**src/sv/mmic_pkg.sv**
```systemverilog
// Package with the Michael MIC types, constants and block function.
package mmic_pkg;

  localparam logic [7:0]  PAD_BYTE = 8'h5A;
  localparam logic [31:0] MASK_HI  = 32'hff00ff00;
  localparam logic [31:0] MASK_LO  = 32'h00ff00ff;
  localparam int          ROT_A    = 17;
  localparam int          ROT_B    = 3;
  localparam int          ROT_C    = 30;  // rotate right by 2
  localparam logic [1:0]  LAST_LANE = 2'd3;

  typedef struct packed {
    logic [31:0] r;
    logic [31:0] l;
  } mic_halves_t;

  typedef struct packed {
    mic_halves_t halves;
    logic [31:0] word;
  } mic_item_t;

  function automatic logic [31:0] rotl32(input logic [31:0] v, input int n);
    return (v << n) | (v >> (32 - n));
  endfunction

  function automatic logic [31:0] swap_halfword_bytes(input logic [31:0] v);
    return ((v & MASK_HI) >> 8) | ((v & MASK_LO) << 8);
  endfunction

  // One pass of the Michael block function over a 32-bit word.
  function automatic mic_halves_t michael_block(input mic_halves_t h, input logic [31:0] w);
    logic [31:0] l;
    logic [31:0] r;
    mic_halves_t res;
    l = h.l ^ w;
    r = h.r ^ rotl32(l, ROT_A);
    l = l + r;
    r = r ^ swap_halfword_bytes(l);
    l = l + r;
    r = r ^ rotl32(l, ROT_B);
    l = l + r;
    r = r ^ rotl32(l, ROT_C);
    l = l + r;
    res.l = l;
    res.r = r;
    return res;
  endfunction

endpackage

```
**src/sv/mmic_if.sv**
```systemverilog
// Stream interfaces for message bytes in and MIC values out.
interface mmic_msg_if;
  logic       valid;
  logic       ready;
  logic [7:0] data_byte;
  logic       has_byte;
  logic       last_item;

  modport source(output valid, output data_byte, output has_byte, output last_item,
                 input ready);
  modport sink(input valid, input data_byte, input has_byte, input last_item,
               output ready);
endinterface

interface mmic_mic_if;
  logic        valid;
  logic        ready;
  logic [63:0] mic_value;

  modport source(output valid, output mic_value, input ready);
  modport sink(input valid, input mic_value, output ready);
endinterface

```
**src/sv/mmic_round_stage.sv**
```systemverilog
// Pipeline stage that runs one Michael block and registers the halves.
module mmic_round_stage (
  input  logic                   clk,
  input  logic                   rst,
  input  logic                   up_valid,
  output logic                   up_ready,
  input  mmic_pkg::mic_item_t    up_item,
  output logic                   dn_valid,
  input  logic                   dn_ready,
  output mmic_pkg::mic_halves_t  dn_halves
);

  logic                  valid;
  mmic_pkg::mic_halves_t halves;

  assign up_ready  = !valid || dn_ready;
  assign dn_valid  = valid;
  assign dn_halves = halves;

  always_ff @(posedge clk) begin
    if (rst) begin
      valid <= 1'b0;
    end else if (up_ready) begin
      valid <= up_valid;
    end
  end

  always_ff @(posedge clk) begin
    if (up_ready && up_valid) begin
      halves <= mmic_pkg::michael_block(up_item.halves, up_item.word);
    end
  end

endmodule

```
**src/sv/michael_mic_stream.sv**
```systemverilog
// Top level of the streaming Michael MIC (TKIP) generator.
//
// The msg channel carries one transaction per message byte: data_byte with
// has_byte set, or a transaction without a byte. A transaction with last_item
// set closes the message; the MIC for it leaves on the mic channel as one
// 64-bit transaction, left half in bits 31..0 and right half in bits 63..32.
// The first transaction of a message loads both halves from the key register
// written through cfg_wr_en / cfg_wr_data; a key written while a message is
// open takes effect with the next message.
// Throughput is one msg transaction per cycle while msg ready is high. The
// byte path packs bytes and runs at most one Michael block per cycle; the
// closing padding needs two more blocks, which run in two pipeline stages
// behind it, one block each, after the first closing stage registers the
// closing transaction. When the mic receiver stalls, the closing stages hold
// their contents and fill up; msg ready drops only when the first closing
// stage is full and cannot move forward, so up to three MICs can be in flight.
// Synchronous reset clears the key, the halves, the byte packer and all
// pipeline valid bits; the next transaction after reset opens a new message.
module michael_mic_stream (
  input  logic         clk,
  input  logic         rst,
  input  logic         cfg_wr_en,
  input  logic [63:0]  cfg_wr_data,
  mmic_msg_if.sink     msg,
  mmic_mic_if.source   mic
);

  // Key register and the running message state.
  logic [63:0] mic_key;
  logic [31:0] left_half;
  logic [31:0] right_half;
  logic [23:0] partial_word;
  logic [1:0]  bytes_held;
  logic        message_open;

  // First closing stage: halves after the data byte, plus the padding word.
  logic                s1_valid;
  mmic_pkg::mic_item_t s1_item;
  logic                s1_ready;

  // Second closing stage output, which feeds the final all-zero block.
  logic                  s2_valid;
  logic                  s2_ready;
  mmic_pkg::mic_halves_t s2_halves;
  mmic_pkg::mic_item_t   s2_item;

  mmic_pkg::mic_halves_t mic_halves;

  logic                  accept;
  mmic_pkg::mic_halves_t cur_halves;
  mmic_pkg::mic_halves_t blk_halves;
  mmic_pkg::mic_halves_t halves_next;
  logic [23:0]           cur_word;
  logic [1:0]            cur_held;
  logic [31:0]           full_word;
  logic                  run_block;
  logic [23:0]           partial_word_next;
  logic [1:0]            bytes_held_next;
  logic [31:0]           pad_word;

  assign accept    = msg.valid && msg.ready;
  assign msg.ready = !s1_valid || s1_ready;

  always_comb begin
    // A closed message starts from the key with an empty packer.
    if (message_open) begin
      cur_halves.l = left_half;
      cur_halves.r = right_half;
      cur_word     = partial_word;
      cur_held     = bytes_held;
    end else begin
      cur_halves.l = mic_key[31:0];
      cur_halves.r = mic_key[63:32];
      cur_word     = '0;
      cur_held     = '0;
    end

    full_word  = {msg.data_byte, cur_word};
    run_block  = msg.has_byte && (cur_held == mmic_pkg::LAST_LANE);
    blk_halves = mmic_pkg::michael_block(cur_halves, full_word);
    halves_next = run_block ? blk_halves : cur_halves;

    // Pack the byte little-endian into the unfinished word.
    partial_word_next = cur_word;
    bytes_held_next   = cur_held;
    if (msg.has_byte) begin
      bytes_held_next = cur_held + 2'd1;
      case (cur_held)
        2'd0:    partial_word_next = {cur_word[23:8], msg.data_byte};
        2'd1:    partial_word_next = {cur_word[23:16], msg.data_byte, cur_word[7:0]};
        2'd2:    partial_word_next = {msg.data_byte, cur_word[15:0]};
        default: partial_word_next = '0;
      endcase
    end

    // The padding byte lands right after the held bytes; the four zero bytes
    // and the fill to a word boundary always make exactly one all-zero word.
    case (bytes_held_next)
      2'd0:    pad_word = {24'h0, mmic_pkg::PAD_BYTE};
      2'd1:    pad_word = {16'h0, mmic_pkg::PAD_BYTE, partial_word_next[7:0]};
      2'd2:    pad_word = {8'h0, mmic_pkg::PAD_BYTE, partial_word_next[15:0]};
      default: pad_word = {mmic_pkg::PAD_BYTE, partial_word_next};
    endcase
  end

  always_ff @(posedge clk) begin
    if (rst) begin
      mic_key      <= '0;
      left_half    <= '0;
      right_half   <= '0;
      partial_word <= '0;
      bytes_held   <= '0;
      message_open <= 1'b0;
    end else begin
      if (cfg_wr_en) begin
        mic_key <= cfg_wr_data;
      end
      if (accept) begin
        left_half    <= halves_next.l;
        right_half   <= halves_next.r;
        partial_word <= partial_word_next;
        bytes_held   <= bytes_held_next;
        message_open <= !msg.last_item;
      end
    end
  end

  always_ff @(posedge clk) begin
    if (rst) begin
      s1_valid <= 1'b0;
    end else if (msg.ready) begin
      s1_valid <= accept && msg.last_item;
    end
  end

  always_ff @(posedge clk) begin
    if (accept && msg.last_item) begin
      s1_item.halves <= halves_next;
      s1_item.word   <= pad_word;
    end
  end

  // Block over the padding word.
  mmic_round_stage u_pad_stage (
    .clk       (clk),
    .rst       (rst),
    .up_valid  (s1_valid),
    .up_ready  (s1_ready),
    .up_item   (s1_item),
    .dn_valid  (s2_valid),
    .dn_ready  (s2_ready),
    .dn_halves (s2_halves)
  );

  assign s2_item.halves = s2_halves;
  assign s2_item.word   = '0;

  // Block over the all-zero word; its register is the output register.
  mmic_round_stage u_zero_stage (
    .clk       (clk),
    .rst       (rst),
    .up_valid  (s2_valid),
    .up_ready  (s2_ready),
    .up_item   (s2_item),
    .dn_valid  (mic.valid),
    .dn_ready  (mic.ready),
    .dn_halves (mic_halves)
  );

  assign mic.mic_value = {mic_halves.r, mic_halves.l};

`ifndef SYNTHESIS
  // A closing transaction always lands in the first closing stage.
  assert property (@(posedge clk) disable iff (rst)
    accept && msg.last_item |=> s1_valid)
    else $error("closing transaction did not reach the padding stage");

  // The message stays open exactly until its closing transaction.
  assert property (@(posedge clk) disable iff (rst)
    accept |=> (message_open == !$past(msg.last_item)))
    else $error("message open flag out of step with last_item");

  // A byte in the middle of a word advances the packer by one.
  assert property (@(posedge clk) disable iff (rst)
    accept && message_open && msg.has_byte && !msg.last_item && bytes_held == 2'd1
    |=> bytes_held == 2'd2)
    else $error("byte packer count did not advance");
`endif

endmodule

```
**src/flat_wrapper.sv**
```systemverilog
// flat-port wrapper written by rule: the top's interface ports become plain ports
module michael_mic_stream_flat 
  (clk, rst, cfg_wr_en, cfg_wr_data, msg_valid, msg_data_byte, msg_has_byte, msg_last_item, msg_ready, mic_valid, mic_mic_value, mic_ready);
  mmic_msg_if msg_i ();
  mmic_mic_if mic_i ();
  input  logic clk;
  input  logic rst;
  input  logic cfg_wr_en;
  input  logic [63:0] cfg_wr_data;
  input wire logic [$bits(msg_i.valid)-1:0] msg_valid;
  input wire logic [$bits(msg_i.data_byte)-1:0] msg_data_byte;
  input wire logic [$bits(msg_i.has_byte)-1:0] msg_has_byte;
  input wire logic [$bits(msg_i.last_item)-1:0] msg_last_item;
  output wire logic [$bits(msg_i.ready)-1:0] msg_ready;
  output wire logic [$bits(mic_i.valid)-1:0] mic_valid;
  output wire logic [$bits(mic_i.mic_value)-1:0] mic_mic_value;
  input wire logic [$bits(mic_i.ready)-1:0] mic_ready;
  assign msg_i.valid = msg_valid;
  assign msg_i.data_byte = msg_data_byte;
  assign msg_i.has_byte = msg_has_byte;
  assign msg_i.last_item = msg_last_item;
  assign msg_ready = msg_i.ready;
  assign mic_valid = mic_i.valid;
  assign mic_mic_value = mic_i.mic_value;
  assign mic_i.ready = mic_ready;
  michael_mic_stream u_core (.clk(clk), .rst(rst), .cfg_wr_en(cfg_wr_en), .cfg_wr_data(cfg_wr_data), .msg(msg_i), .mic(mic_i));
endmodule
```
**config.mk**
```make
export PLATFORM = sky130hd
export DESIGN_NAME = michael_mic_stream_flat
export DESIGN_NICKNAME = d
export VERILOG_FILES = /design/src/sv/mmic_pkg.sv /design/src/sv/mmic_if.sv /design/src/sv/mmic_round_stage.sv /design/src/sv/michael_mic_stream.sv /design/src/flat_wrapper.sv
export SDC_FILE = /design/constraint.sdc
export NUM_CORES = 2
export LEC_CHECK = 0
export BUFFER_PORTS_ARGS = -buffer_cell sky130_fd_sc_hd__buf_2
export CAP_MARGIN = 20
export CORE_AREA = 2 2 326 328
export DETAILED_ROUTE_END_ITERATION = 12
export DIE_AREA = 0 0 328 330
export PLACE_DENSITY_LB_ADDON = 0.3
export SYNTH_ARGS = -nofsm -noshare
export SYNTH_HDL_FRONTEND = slang
export SYNTH_SLANG_ARGS = --single-unit
export TNS_END_PERCENT = 50
```
**constraint.sdc**
```tcl
create_clock -name clk -period 13 [get_ports clk]
set_input_delay 0 -clock clk [delete_from_list [all_inputs] [get_ports clk]]
set_output_delay 0 -clock clk [all_outputs]
set_load 0.005 [all_outputs]
```
==> Word level (Yosys, flattened, before mapping) <==
Index checks and enable logic that the tools add are counted.
{ "totals": {"reg_bits": 382, "latch_bits": 0, "ramBits": 0, "romBits": 0, "in_bits": 79, "output_inout_bits": 66, "word_cells": 82, "memories": 0} }
{ "classes": {"addsub": 13, "mul": 0, "div": 0, "magnitude_cmp": 0, "eq_ne": 5, "shift": 0, "muxes": 8, "n_bitwise": 26, "n_reduce_logical": 14} }
{ "op_table": {"columns": ["operator", "n"], "rows": [
  ["32-bit XOR", 14],
  ["32-bit adder", 12],
  ["64-bit 2-to-1 mux", 2],
  ["24-bit by 32-bit OR with 32-bit output", 3],
  ["32-bit by 17-bit OR with 32-bit output", 3],
  ["32-bit by 3-bit OR with 32-bit output", 3],
  ["32-bit by 30-bit OR with 32-bit output", 3],
  ["31-bit one-hot mux with 3 select lines", 1],
  ["24-bit one-hot mux with 3 select lines", 1],
  ["24-bit 2-to-1 mux", 2],
  ["2-bit == test (second input constant)", 3],
  ["1-bit logical AND", 5],
  ["2-bit by 1-bit == test with 1-bit output (second input constant)", 2],
  ["1-bit logical NOT", 4],
  ["2-bit logical NOT", 2],
  ["2-bit 2-to-1 mux", 2],
  ["1-bit logical OR", 3],
  ["2-bit by 1-bit adder with 2-bit output (second input constant)", 1]
]} }

==> Depth between registers and ports, before layout <==
{ "depth": {"depth_word": 15, "ltp_mapped": 61, "mapped_depth_nobuf": 61} }

==> By module <==
From an unflattened synthesis, not the netlist that was laid out.
{ "hier_totals": {"cells_unflattened": 4319, "hier_area_um2": 38353.0} }
{ "modules_own_cells": {"columns": ["module", "instances", "cells_per_inst", "area_each_um2", "seq_area_each_um2"], "rows": [
  ["michael_mic_stream", 1, 2145, 18768.0, 5795.6],
  ["mmic_round_stage at u_core.u_zero_stage", 1, 1128, 10148.5, 1941.9],
  ["mmic_round_stage at u_core.u_pad_stage", 1, 1046, 9436.6, 1941.9]
]} }

==> Worst setup path before layout <==
Ideal clock, no wire load.
{ "synth_timing": {"path_kind": "register -> register", "start": "register u_core.message_open", "end": "register u_core.s1_item[60] (netlist name), data pin", "setup_time_ps": 262, "t_arrival_ps": 11911, "required_ps": 12738, "setup_slack_ps": 827, "path_stages_with_launch": 56, "path_buffers": 8, "period_less_slack_ps": 12173, "cell_sequence": "dfxtp_1 > buf_6 > buf_6 > clkbuf_1 > clkbuf_1 > buf_1 > clkbuf_1 > buf_1 > clkbuf_1 > nor2_1 > a21oi_1 > ha_1 > a21o_1 > nand3b_1 > o21ai_1 > a211oi_2 > a221oi_1 > o21bai_1 > [20 not listed] > nand3_1 > and3_1 > nor3_1 > o31ai_1 > a31oi_1 > o311ai_0 > xnor2_1 > xnor2_1 > ha_1 > and3_1 > nand2_1 > nor2_1 > and3_1 > and4_2 > a2111o_1 > o31a_1 > mux2i_1 > or2_2"} }
{ "synth_lines": {"columns": ["item", "line_no", "source"], "rows": [
  ["start, declared", "michael_mic_stream.sv:34", "logic message_open;"],
  ["start signal, assigned", "michael_mic_stream.sv:123", "message_open <= !msg.last_item;"],
  ["end, declared", "michael_mic_stream.sv:38", "mmic_pkg::mic_item_t s1_item;"]
]} }

==> metrics.md <==
| Metric | Value |
|---|---|
| RSZ-0062 raised after global routing | false |
| Die area | 108200 µm² |
| Critical path required time | 13.58 ns |
| Post-route cell area | 43340 µm² |
| Number of buffers created by CTS | 48 |
| Syn Inst Count | between 4000 and 5000 |
| Initial Util | 34.83% |
| Max Freq | slightly above 80 MHz |
| Pre-antenna DRT Iters | 6 |
| Measured slew at the worst slew-check pin | 1.141 ns |
| Die H | 330 µm |
| Worst relative slew slack | a little under a quarter |
| Iteration-0 DRC Markers | around 1800 |
| Startpoint Class | flip-flop |
| H-tree depth reported by CTS | 2 |
| Post-route DRC violation count | 0 |
| FP Rows | 119 |
| Max incr delay on CP | 0.59 ns |
| Vias per cell | 5.266 |
| Most common cell after layout, fill and taps aside | xor2_1 |
| DR vias | 31429 |
| Total gr overflow | 0 |
| Outcome | complete, no violations |
| Core area | around 100000 µm² |
| Post-synth EDFFs | 217 |
| Dpl hpwl | 97.55 mm |
| Slew Viols, Final | 0 |
| XOR/XNOR share of the synthesized area | 19.90% |
| Top FF cell, synth | edfxtp_1 |
| Tmin final | 12.38 ns |
| Worst-path fanout max | 12 |
| Synth warn | 0 |
| Clk sinks | 375 |
| # IOs | 145 |
| Complex-gate fraction of the synthesized area | 20.48% |
| Ranking of synthesized cells by area | edfxtp_1 (18%), ha_1 (13%), xor2_1 (11%) |
| Largest net degree at the start of global routing | 81 |
| Share of layout cells above drive strength 1 | roughly 13% |
| Setup CP Type | flip-flop to flip-flop |
| Global Route Usage Sum | 21.34% |
| Netlist cell types | just over 90 |
| Clock Pin Slew Worst Setup and Hold Paths | 0.06 ns |
| Ys async rst share | 0% |
| Register area share after synthesis | between 20% and 30% |
| Die Wd | 328 µm |
| Setup TNS | 0 ns |
| Post-synthesis mux area share | between 3 and 4% |
| Syn-to-layout area delta | 18.86% |
| Area post-placement | 40430 µm² |
| CTS max path bufs | 3 |
| Wirelength, routed | 118.8 mm |
| Endpoints failing setup | 0 |
| Final hold violations | 0 |
| Initial antenna violation count | 1 |
| Clock Skews | about 0.039 ns |
| Mapped Area | about 36000 µm² |
| Syn_area_per_cell | 8.886 µm² |
| Worst skew pair latency | 0.66 ns |
| Largest family of logic cells by synthesized area | compound AO/OA/AOI/OAI gates |
| Worst Path Arrival | around 13 ns |
| Vias in the first global route | 30886 |
| Post-route ant nets | 0 |
| MaxCap Viol Count | 0 |
| Largest area contributor in the netlist | edfxtp_1 |
| Crit share post-route | between 90% and 100% |
| Crit-path slowest cell | o41ai_2 |
| Nets | around 5000 |
| Synth Area in Adders | 13.55% |
| CP endpoint kind | flip-flop |
| Gpl congestion | 0.9651 |
| CTS tree | yes |
| WL/cell | 19.91 µm |
| Root buf cell | clkbuf_16 |
| Post-synthesis simple-gate area fraction | 12.76% |
| # port buffers | 144 |
| First-pass GRT wire length | between 150 and 200 mm |
| Syn_nets | 4569 |
| Most frequent cells in the layout | xor2_1 (441), ha_1 (375), nor2_1 (372), a21oi_1 (353), xnor2_1 (319) |
| Synth top area share | 17.87% |
| FF+latch count, synth | 375 |
| Worst min-delay path category | input port to flip-flop |
[cell type report]
| cell class | count | area [µm²] |
|---|---|---|
| Fill cell | 10359 | 61330 |
| Multi-Input combinational cell | 3452 | 25900 |
| Sequential cell | 375 | 9683 |
| Timing Repair Buffer | 499 | 3643 |
| Tap cell | 1391 | 1740 |
| Clock buffer | 60 | 1286 |
| Inverter | 159 | 598.1 |
| Clock inverter | 30 | 478.0 |
| Antenna cell | 2 | 5.005 |
[flip-flops by register name (all words and copies together) (netlist names)]
signal	flops
u_core.bytes_held	2
u_core.left_half	32
u_core.message_open	1
u_core.mic_key	64
u_core.partial_word	24
u_core.right_half	32
u_core.s1_item	89
u_core.s1_valid	1
u_core.u_pad_stage.dn_halves	64
u_core.u_pad_stage.dn_valid	1
u_core.u_zero_stage.dn_halves	64
u_core.u_zero_stage.dn_valid	1
[critical path, delay by kind of cell, from the launching register on]
kind | cells | cell delay [ns]
xor gates and xnor gates | 8 | 2.30
AOI/OAI and AO/OA | 27 | 6.29
buffers and inverters | 9 | 1.39
adders and majority gates | 4 | 1.03
DFF | 1 | 0.43
and+or+nand+nor | 3 | 0.86
[per-layer routing]
metal	share of wire (%)	GRT usage, %
met1	41	24.48
met2	48	38.14
met3	3.9	2.054
met4	6.9	13.32
met5	0	0
[final timing paths]
path	from	to	slack, ns	cells past startpoint
max	u_core.message_open	u_core.left_half[26]	0.62	51
min	msg_data_byte[4]	u_core.partial_word[12]	0.09	4
max reg2reg	u_core.message_open	u_core.left_half[26]	0.62	51
min reg2reg	u_core.right_half[4]	u_core.right_half[4]	0.46	2
[cell usage after synthesis (14+ instances only)]
cell type and n:
a211oi_1 46, a21o_1 193, a21oi_1 356, a221oi_1 19, a22oi_1 15, a31oi_1 24
a32oi_1 27, and2_1 31, and3_1 29, buf_1 15, clkbuf_1 97, dfxtp_1 158
edfxtp_1 217, ha_1 375, inv_1 159, mux2i_1 129, nand2_1 224, nand2b_1 49
nand3_1 71, nand4_1 15, nor2_1 372, nor2b_1 62, nor3_1 60, o211ai_1 14
o21a_1 61, o21ai_0 169, o21bai_1 44, o31ai_1 14, o41ai_1 15, or2_2 18
or3_1 25, xnor2_1 322, xor2_1 446
[timing repair]
item                                    4_1_cts  5_1_grt
gates resized for setup                       0       33
endpoints found under the setup margin        0       38
hold endpoints to repair                    121        0
hold buffers                                 93        0
buffers inserted                              0        5
[logic make-up after synthesis]
logic type	count (synthesis)
AO/OA/AOI/OAI	1138
multiplexers	137
flip-flops	375
AND/OR/NAND/NOR	997
buffers and inverters	276
adder cells (fa/ha/maj)	388
XOR/XNOR	792
[metrics by stage]
step,hold slack [ns],util [%],cells,setup WS (ns)
3_3_place_gp,0.2325,38.63,5778,0.2990
3_5_place_dp,0.2410,38.63,5778,0.2891
6_report,0.08958,41.40,5968,0.6175
5_1_grt,0.09310,41.40,5967,0.007756
4_1_cts,0.05583,41.20,5961,0.2301
2_1_floorplan,0.1468,-,4103,0.8265
Power is not shown: default switching activity piles up to over one toggle a cycle in this logic, so the estimate is an artifact.
